### src/sv/nibble_ring_digit_log_core_assert.svh
// Assertion macros for the nibble ring digit log core.
`ifndef NIBBLE_RING_DIGIT_LOG_CORE_ASSERT_SVH
`define NIBBLE_RING_DIGIT_LOG_CORE_ASSERT_SVH
`ifndef SYNTHESIS
`define NRDL_ASSERT(lbl, prop) \
  lbl: assert property (@(posedge clk_i) disable iff (!rst_ni) (prop)) \
    else $error("nibble ring digit log assertion failed");
`define NRDL_ASSERT_IMPL(lbl, pre, post) \
  lbl: assert property (@(posedge clk_i) disable iff (!rst_ni) (pre) |=> (post)) \
    else $error("nibble ring digit log assertion failed");
`else
`define NRDL_ASSERT(lbl, prop)
`define NRDL_ASSERT_IMPL(lbl, pre, post)
`endif
`endif

### src/sv/nrdl_pkg.sv
// Package with types, constants and the display character function of the digit log.
package nrdl_pkg;

  localparam int unsigned SLOT_COUNT_DEF = 256;

  localparam logic       OP_APPEND = 1'b0;
  localparam logic       OP_READ   = 1'b1;
  localparam logic [3:0] END_MARK  = 4'hF;

  localparam logic [3:0] NIB_ZERO  = 4'hA;
  localparam logic [3:0] NIB_STAR  = 4'hB;
  localparam logic [3:0] NIB_HASH  = 4'hC;

  localparam logic [6:0] CHAR_SPACE = 7'h20;
  localparam logic [6:0] CHAR_ZERO  = 7'h30;
  localparam logic [6:0] CHAR_STAR  = 7'h2A;
  localparam logic [6:0] CHAR_HASH  = 7'h23;
  localparam logic [2:0] CHAR_DIGIT_HI = 3'b011;

  typedef struct packed {
    logic       op;
    logic [3:0] digit;
    logic [7:0] back_index;
  } cmd_t;

  typedef struct packed {
    logic [6:0] ascii_char;
    logic [3:0] nibble;
    logic [7:0] marker_pos;
  } result_t;

  function automatic logic [6:0] nib_to_char(input logic [3:0] v);
    logic [6:0] c;
    case (v)
      END_MARK: c = CHAR_SPACE;
      NIB_ZERO: c = CHAR_ZERO;
      NIB_STAR: c = CHAR_STAR;
      NIB_HASH: c = CHAR_HASH;
      default:  c = {CHAR_DIGIT_HI, v};
    endcase
    return c;
  endfunction

endpackage

### src/sv/nibble_ring_digit_log_core.sv
// Top level of the nibble ring digit log: sequencer, wrap unit and packed byte store.
//
// A command is taken when start is high and busy is low; its single result
// appears on result_o for exactly one cycle with done_o high, and the receiver
// cannot stall it. After reset the block first sweeps the byte store to 0xFF,
// one byte per cycle, which keeps busy high until the last byte is written.
// All work goes through one store port and one compare-and-subtract wrap unit.
// A read passes ST_WRAP, with one extra step per subtraction of SLOT_COUNT
// needed to wrap marker+1+back_index (one at most when SLOT_COUNT is 256),
// then ST_RD and ST_MERGE; the result shows in the cycle after ST_MERGE. An
// append is two read-modify-write byte accesses plus one wrap of the slot.
module nibble_ring_digit_log_core #(
  parameter int unsigned SLOT_COUNT = nrdl_pkg::SLOT_COUNT_DEF
) (
  input  logic             clk_i,
  input  logic             rst_ni,
  input  logic             start,
  output logic             busy,
  input  nrdl_pkg::cmd_t   cmd_i,
  output logic             done_o,
  output nrdl_pkg::result_t result_o
);
  import nrdl_pkg::*;

  localparam int unsigned SLOT_W     = $clog2(SLOT_COUNT);
  localparam int unsigned ADDR_W     = SLOT_W - 1;
  localparam int unsigned BYTE_COUNT = (SLOT_COUNT + 1) / 2;
  localparam int unsigned SUM_W      = $clog2(SLOT_COUNT + 256);

  typedef enum logic [4:0] {
    ST_CLEAR = 5'b00001,
    ST_IDLE  = 5'b00010,
    ST_WRAP  = 5'b00100,
    ST_RD    = 5'b01000,
    ST_MERGE = 5'b10000
  } state_e;

  state_e              state_q, state_d;
  logic [ADDR_W-1:0]   clr_addr_q, clr_addr_d;
  logic [SLOT_W-1:0]   marker_q, marker_d;
  logic [SLOT_W-1:0]   slot_q, slot_d;
  logic [SUM_W-1:0]    acc_q, acc_d;
  logic                phase_q, phase_d;
  logic                op_q, op_d;
  logic [3:0]          digit_q, digit_d;
  logic [7:0]          rdata_q;
  logic                done_q, done_d;
  result_t             result_q, result_d;

  logic [7:0]          mem [BYTE_COUNT];
  logic                mem_we;
  logic [ADDR_W-1:0]   mem_addr;
  logic [7:0]          mem_wdata;

  logic [3:0]          rd_nib;
  logic [3:0]          wr_nib;
  logic [7:0]          merged;
  logic [SLOT_W+7:0]   slot_ext;
  logic [SLOT_W+7:0]   marker_ext;

  assign rd_nib     = slot_q[0] ? rdata_q[3:0] : rdata_q[7:4];
  assign wr_nib     = phase_q ? END_MARK : digit_q;
  assign merged     = slot_q[0] ? {rdata_q[7:4], wr_nib} : {wr_nib, rdata_q[3:0]};
  assign slot_ext   = {8'd0, slot_q};
  assign marker_ext = {8'd0, marker_q};

  always_comb begin
    state_d    = state_q;
    clr_addr_d = clr_addr_q;
    marker_d   = marker_q;
    slot_d     = slot_q;
    acc_d      = acc_q;
    phase_d    = phase_q;
    op_d       = op_q;
    digit_d    = digit_q;
    done_d     = 1'b0;
    result_d   = result_q;
    mem_we     = 1'b0;
    mem_addr   = slot_q[SLOT_W-1:1];
    mem_wdata  = merged;
    case (state_q)
      ST_CLEAR: begin
        mem_we     = 1'b1;
        mem_addr   = clr_addr_q;
        mem_wdata  = 8'hFF;
        clr_addr_d = clr_addr_q + ADDR_W'(1);
        if (clr_addr_q == ADDR_W'(BYTE_COUNT - 1)) begin
          state_d = ST_IDLE;
        end
      end
      ST_IDLE: begin
        if (start) begin
          op_d    = cmd_i.op;
          digit_d = cmd_i.digit;
          phase_d = 1'b0;
          if (cmd_i.op == OP_APPEND) begin
            slot_d  = marker_q;
            state_d = ST_RD;
          end else begin
            acc_d   = SUM_W'(marker_q) + SUM_W'(cmd_i.back_index) + SUM_W'(1);
            state_d = ST_WRAP;
          end
        end
      end
      ST_WRAP: begin
        if (acc_q >= SUM_W'(SLOT_COUNT)) begin
          acc_d = acc_q - SUM_W'(SLOT_COUNT);
        end else begin
          slot_d  = acc_q[SLOT_W-1:0];
          state_d = ST_RD;
        end
      end
      ST_RD: begin
        state_d = ST_MERGE;
      end
      ST_MERGE: begin
        if (op_q == OP_READ) begin
          result_d.nibble     = rd_nib;
          result_d.ascii_char = nib_to_char(rd_nib);
          result_d.marker_pos = marker_ext[7:0];
          done_d              = 1'b1;
          state_d             = ST_IDLE;
        end else if (!phase_q) begin
          mem_we  = 1'b1;
          phase_d = 1'b1;
          acc_d   = SUM_W'(slot_q) + SUM_W'(1);
          state_d = ST_WRAP;
        end else begin
          mem_we              = 1'b1;
          marker_d            = slot_q;
          result_d.nibble     = digit_q;
          result_d.ascii_char = nib_to_char(digit_q);
          result_d.marker_pos = slot_ext[7:0];
          done_d              = 1'b1;
          state_d             = ST_IDLE;
        end
      end
      default: begin
        state_d = ST_IDLE;
      end
    endcase
  end

  always_ff @(posedge clk_i or negedge rst_ni) begin
    if (!rst_ni) begin
      state_q    <= ST_CLEAR;
      clr_addr_q <= '0;
      marker_q   <= '0;
      phase_q    <= 1'b0;
      op_q       <= OP_APPEND;
      done_q     <= 1'b0;
    end else begin
      state_q    <= state_d;
      clr_addr_q <= clr_addr_d;
      marker_q   <= marker_d;
      phase_q    <= phase_d;
      op_q       <= op_d;
      done_q     <= done_d;
    end
  end

  always_ff @(posedge clk_i) begin
    slot_q   <= slot_d;
    acc_q    <= acc_d;
    digit_q  <= digit_d;
    result_q <= result_d;
  end

  always_ff @(posedge clk_i) begin
    if (mem_we) begin
      mem[mem_addr] <= mem_wdata;
    end
    if (state_q == ST_RD) begin
      rdata_q <= mem[mem_addr];
    end
  end

  assign busy     = (state_q != ST_IDLE);
  assign done_o   = done_q;
  assign result_o = result_q;

`include "nibble_ring_digit_log_core_assert.svh"

  `NRDL_ASSERT(a_done_when_idle, !done_q || !busy)
  `NRDL_ASSERT_IMPL(a_accept_goes_busy, start && !busy, busy)
  `NRDL_ASSERT(a_marker_moves_on_done, done_q || $stable(marker_q))
  `NRDL_ASSERT(a_result_marker, !done_q || (result_q.marker_pos == marker_ext[7:0]))

endmodule

### config.mk
export PLATFORM = sky130hd
export DESIGN_NAME = nibble_ring_digit_log_core
export DESIGN_NICKNAME = d
export VERILOG_FILES = /design/src/sv/nrdl_pkg.sv /design/src/sv/nibble_ring_digit_log_core.sv
export VERILOG_INCLUDE_DIRS = /design/src /design/src/sv
export SDC_FILE = /design/constraint.sdc
export NUM_CORES = 1
export LEC_CHECK = 0
export ABC_CLOCK_PERIOD_IN_PS = 6800
export BUFFER_PORTS_ARGS = -buffer_cell sky130_fd_sc_hd__buf_2
export CAP_MARGIN = 15
export CORE_ASPECT_RATIO = 1.75
export CORE_MARGIN = 2
export CORE_UTILIZATION = 57
export CTS_CLUSTER_DIAMETER = 30
export DETAILED_ROUTE_END_ITERATION = 7
export PLACE_DENSITY = 0.79
export SLEW_MARGIN = 25
export SYNTH_ARGS = -nofsm -noshare
export SYNTH_HDL_FRONTEND = slang
export SYNTH_SLANG_ARGS = --single-unit
export TNS_END_PERCENT = 100
### constraint.sdc
create_clock -name clk_i -period 6.8 [get_ports clk_i]
set_input_delay 1.02 -clock clk_i [delete_from_list [all_inputs] [get_ports clk_i]]
set_output_delay 1.02 -clock clk_i [all_outputs]
set_load 0.02 [all_outputs]
==> summary by stage <==
Drt
In the final routed layout, each cell accounts on average for 27.6 um. Using the TritonRoute via totals, the vias-per-cell ratio works out to around 6.4. In this run, the number of DRC markers left after iteration 0 of detailed routing was 2,720. For this run, the detailed router's first-pass iteration total came to 5. The final route contains 24,000 vias. For this block, the routed nets add up to 104,000 um of wire. The antenna violation net count after detailed routing is 0. The number of remaining DRC errors is 0.

Placed design
The placer's final routability congestion estimate is 0.915. Timing analysis after detailed placement gives a worst setup slack of around 2200 ps. The count of buffers inserted at the top-level ports is 34. After legalization and detailed placement, the total HPWL measured slightly above 60,000 um.

STA
The final setup violation count is 0. Setup repair after global routing left no endpoint under its margin. The actual transition at the worst max-transition pin is 1140 ps. The final number of max-transition violations is 0. On the final layout, the worst clock skew is 33.2 ps.

The worst slack on hold paths is 288 ps. Summed over all failing endpoints, the final setup total negative slack is 0 ps. The normalized max-slew margin is 22.8%. The maximum achievable frequency is 210 MHz. The count of endpoints failing hold in the final timing report was 0.

The share of the clock period used by the worst path is around 70%. The clock period could shrink to 4760 ps. The smallest setup slack after layout is 2040 ps.

Worst setup path
The cell family contributing the most delay on the critical path is compound AO/OA/AOI/OAI gates. The critical path is of the flop to flop type. The origin of the worst setup path is state_q[1]$_DFFE_PN0P_. The worst reg-to-reg setup slack is 2040 ps.

STA classifies the critical path endpoint as a flop. Data arrives at the worst endpoint at 5210 ps. STA classifies the critical path startpoint as a flop. Counting both buffers and inverters, the worst setup path holds a total of 2.

The startpoint identified for the worst register-to-register timing path is state_q[1]$_DFFE_PN0P_. The worst register-to-register path ends at rdata_q[7]$_DFFE_PP_. The critical path goes through nor2_1 > nand3_2 > buf_4 > a21oi_4 > buf_12 > mux2i_1 > o22ai_1 > o21ai_0 > a41oi_1 > or4_1. The worst-case reg-to-reg path depth is 10. The slowest library cell on the worst path is o21ai_0. The maximum net fanout on the critical path is 99. For the worst setup path, the data required time is 7250 ps. The delay contributed by the slowest stage of the critical path is 880 ps.

Logic synthesis
After synthesis, flip-flops and latches occupy 75.0% of the total area. After synthesis, the share of flip-flops with an asynchronous set or reset is 2.10%. Synthesis inferred about 1,100 register bits. The number of distinct library cell variants in the gate-level netlist after synthesis is 55. Of the total synthesized cell area, the portion taken by AND, OR, NAND and NOR gates is 2.90%. The largest family of logic cells by synthesized area is multiplexers. Summed over all instances, the cell type with the most area after synthesis is edfxtp_1. The main flop type after synthesis is edfxtp_1.

The mean instance size in the synthesized netlist is approximately 17 sq um. The most common cell in the synthesized netlist is edfxtp_1. Summing every instance area after synthesis gives 43,600 sq um.

The mux cell area share after synthesis is 12.3%. Synthesis produced a netlist with a net count of 2,649. The count of yosys warnings during synthesis is 0. The number of synthesized flops with an enable pin is 1,070. The post-synthesis instance total is approximately 2,600. Summed over its instances, the top area cell type makes up 73.7% of the synthesized netlist area.

The xor/xnor share of the synthesized area is 0.342%. By area the synthesized netlist is led by edfxtp_1 74%, mux2i_1 12%, o22ai_1 3.7%. The synthesized netlist devotes between 7 and 8% of its cell area to compound gates.

Ranked by instance count, the synthesized netlist is headed by 1,070 x edfxtp_1, 517 x mux2i_1, 259 x o22ai_1, 159 x o21ai_0, 153 x nor2_1. The area share of fa/ha/maj cells after synthesis is 0.333%.

CTS
After clock tree synthesis, the repair step resized 0 gates. The later pin in the worst-skew pair is clocked with a latency of approximately 700 ps. The tree is rooted in a clkbuf_16. The number of hold buffers added after cts is 0. The clock tree synthesis step divided the H-tree into 3 levels. The total CTS buffers is 109.

The number of post-CTS setup repair buffers is 0. The clock sink count is between 1,000 and 1,500. TritonCTS built the clock tree. The clock slew at the register clock pins of the worst setup and hold paths is approximately 70 ps. No sink is reached through more buffers than the 3 on the longest clock path.

Min path
The worst hold path belongs to the class input pin to asynchronous set/reset pin.

Power and ir drop
The power density normalized to cell area is 343 nW/um^2. The leakage power of the design is 16.8 nW. In this run switching power makes up 26.6% of total power. The net switching power is 0.00445 W. The cell-internal power is 0.0123 W. Combinational logic is responsible for 14.3% of the overall power. Sequential cells account for 47.8% of the total power. The maximum vdd ir drop is approximately 0.21 mV.

The clock network fraction of total power is 37.9%.

Floorplan
In this run the count of I/O pins placed on the die edge is 37. The effective utilization at floorplan is 57.4%. The die is 213 um wide. The count of standard-cell rows is 134. The die span in y is 370 um. The placeable core region is 76,000 sq um. The die covers roughly 79,000 sq um.

Global routing
For this run, global-route usage on met3 was measured as 4.68%. met2 is the most crowded layer. In the global route stage, met1 resource usage came out at 29.7%.

The global route total overflow is 0. The global-route usage over all layers is approximately a quarter. The number of antenna violations at the first check in global routing was 3. The via count of the first global-routing pass is 24,300. The first global-routing pass estimated 153,000 um of wire.

The met2 capacity usage during global routing is a little under half. Entering global routing, the biggest net connects 100 pins.

Final layout
The filler cell count in the final layout is roughly 5,000. The fraction of layout instances using a drive strength above 1 is 11.8%. The number of nets in the layout is 2,671. The post-synthesis to final-layout area growth is 12.0%.

0 antenna diodes ended up in the layout.

Run status
The flow ran to the end, and the final reports show no timing, DRC or antenna violations.

Run
The tool flagged a number of max-cap violations equal to 0.
[metal layers]
| metal | vias up | routed length (um) |
|---|---|---|
| li1 | 10400 | - |
| met1 | 12000 | 34600 |
| met2 | 1245 | 53600 |
| met3 | 329 | 7760 |
| met4 | 6 | 7590 |
| met5 | - | 43 |
[worst max-delay path by stage]
stage,endpoint,cells past startpoint,slack (ps)
after floorplan,mem[0][4]$_DFFE_PP_,4,1830
final,rdata_q[7]$_DFFE_PP_,10,2040
after global routing,rdata_q[3]$_DFFE_PP_,10,1990
after CTS,rdata_q[1]$_DFFE_PP_,10,2200
after detailed placement,rdata_q[1]$_DFFE_PP_,10,2240
after global placement,rdata_q[0]$_DFFE_PP_,10,2310
[cells in the final DEF, fill, tap and decap left out, drive strengths merged, types with 16 or more instances in the layout]
| cell type | instances |
|---|---|
| bufinv | 16 |
| nand2 | 51 |
| mux2 | 17 |
| dfrtp | 22 |
| nor2 | 154 |
| clkinv | 41 |
| edfxtp | 1070 |
| a41oi | 32 |
| inv | 37 |
| buf | 84 |
| mux2i | 517 |
| o21ai | 162 |
| o22ai | 259 |
| nand2b | 17 |
| clkbuf | 119 |
[cell families after synthesis]
logic type | count (synthesis)
other | 2
xor gates and xnor gates | 17
AOI/OAI and AO/OA | 500
buffers and inverters | 187
muxes | 534
adders and majority gates | 11
DFF | 1093
and+or+nand+nor | 278
[cell type report]
type / count / area, sq um / share of cell area [%]
clock buffers: 119 / 2800 / 5.73
flip-flops and latches: 1093 / 32700 / 67.0
repair buffers: 84 / 729 / 1.49
inverters: 14 / 52.6 / 0.108
clock inverters: 85 / 1060 / 2.18
multi-input cells: 1342 / 10200 / 20.9
well taps: 1020 / 1280 / 2.61
[registers in the layout, indices dropped and copies added, names as in the netlist]
name	cells
op_q	1
acc_q	9
done_o	1
digit_q	4
slot_q	8
clr_addr_q	7
mem	1024
rdata_q	8
result_o	17
marker_q	8
state_q	5
phase_q	1
[power by group through the flow]
stage / clock network [W] / registers (W) / logic, W
global route: 0.00662 / 0.00800 / 0.00251
detailed placement: 0 / 0.00814 / 0.00233
CTS: 0.00637 / 0.00800 / 0.00235
global placement: 0 / 0.00814 / 0.00222
floorplan: 0 / 0.00818 / 0.00148
finish: 0.00635 / 0.00800 / 0.00239
[stage by stage]
step                instance area [sq um]  cells  power, W  util (%)
global placement                    44800   3549    0.0104      59.0
CTS                                 48800   3756    0.0167      64.2
global route                        48800   3757    0.0171      64.3
floorplan                           43600   2622   0.00966         -
detailed placement                  44900   3552    0.0105      59.1
finish                              48800   3757    0.0167      64.3
No activity file was read; power rests on OpenSTA's default activity.
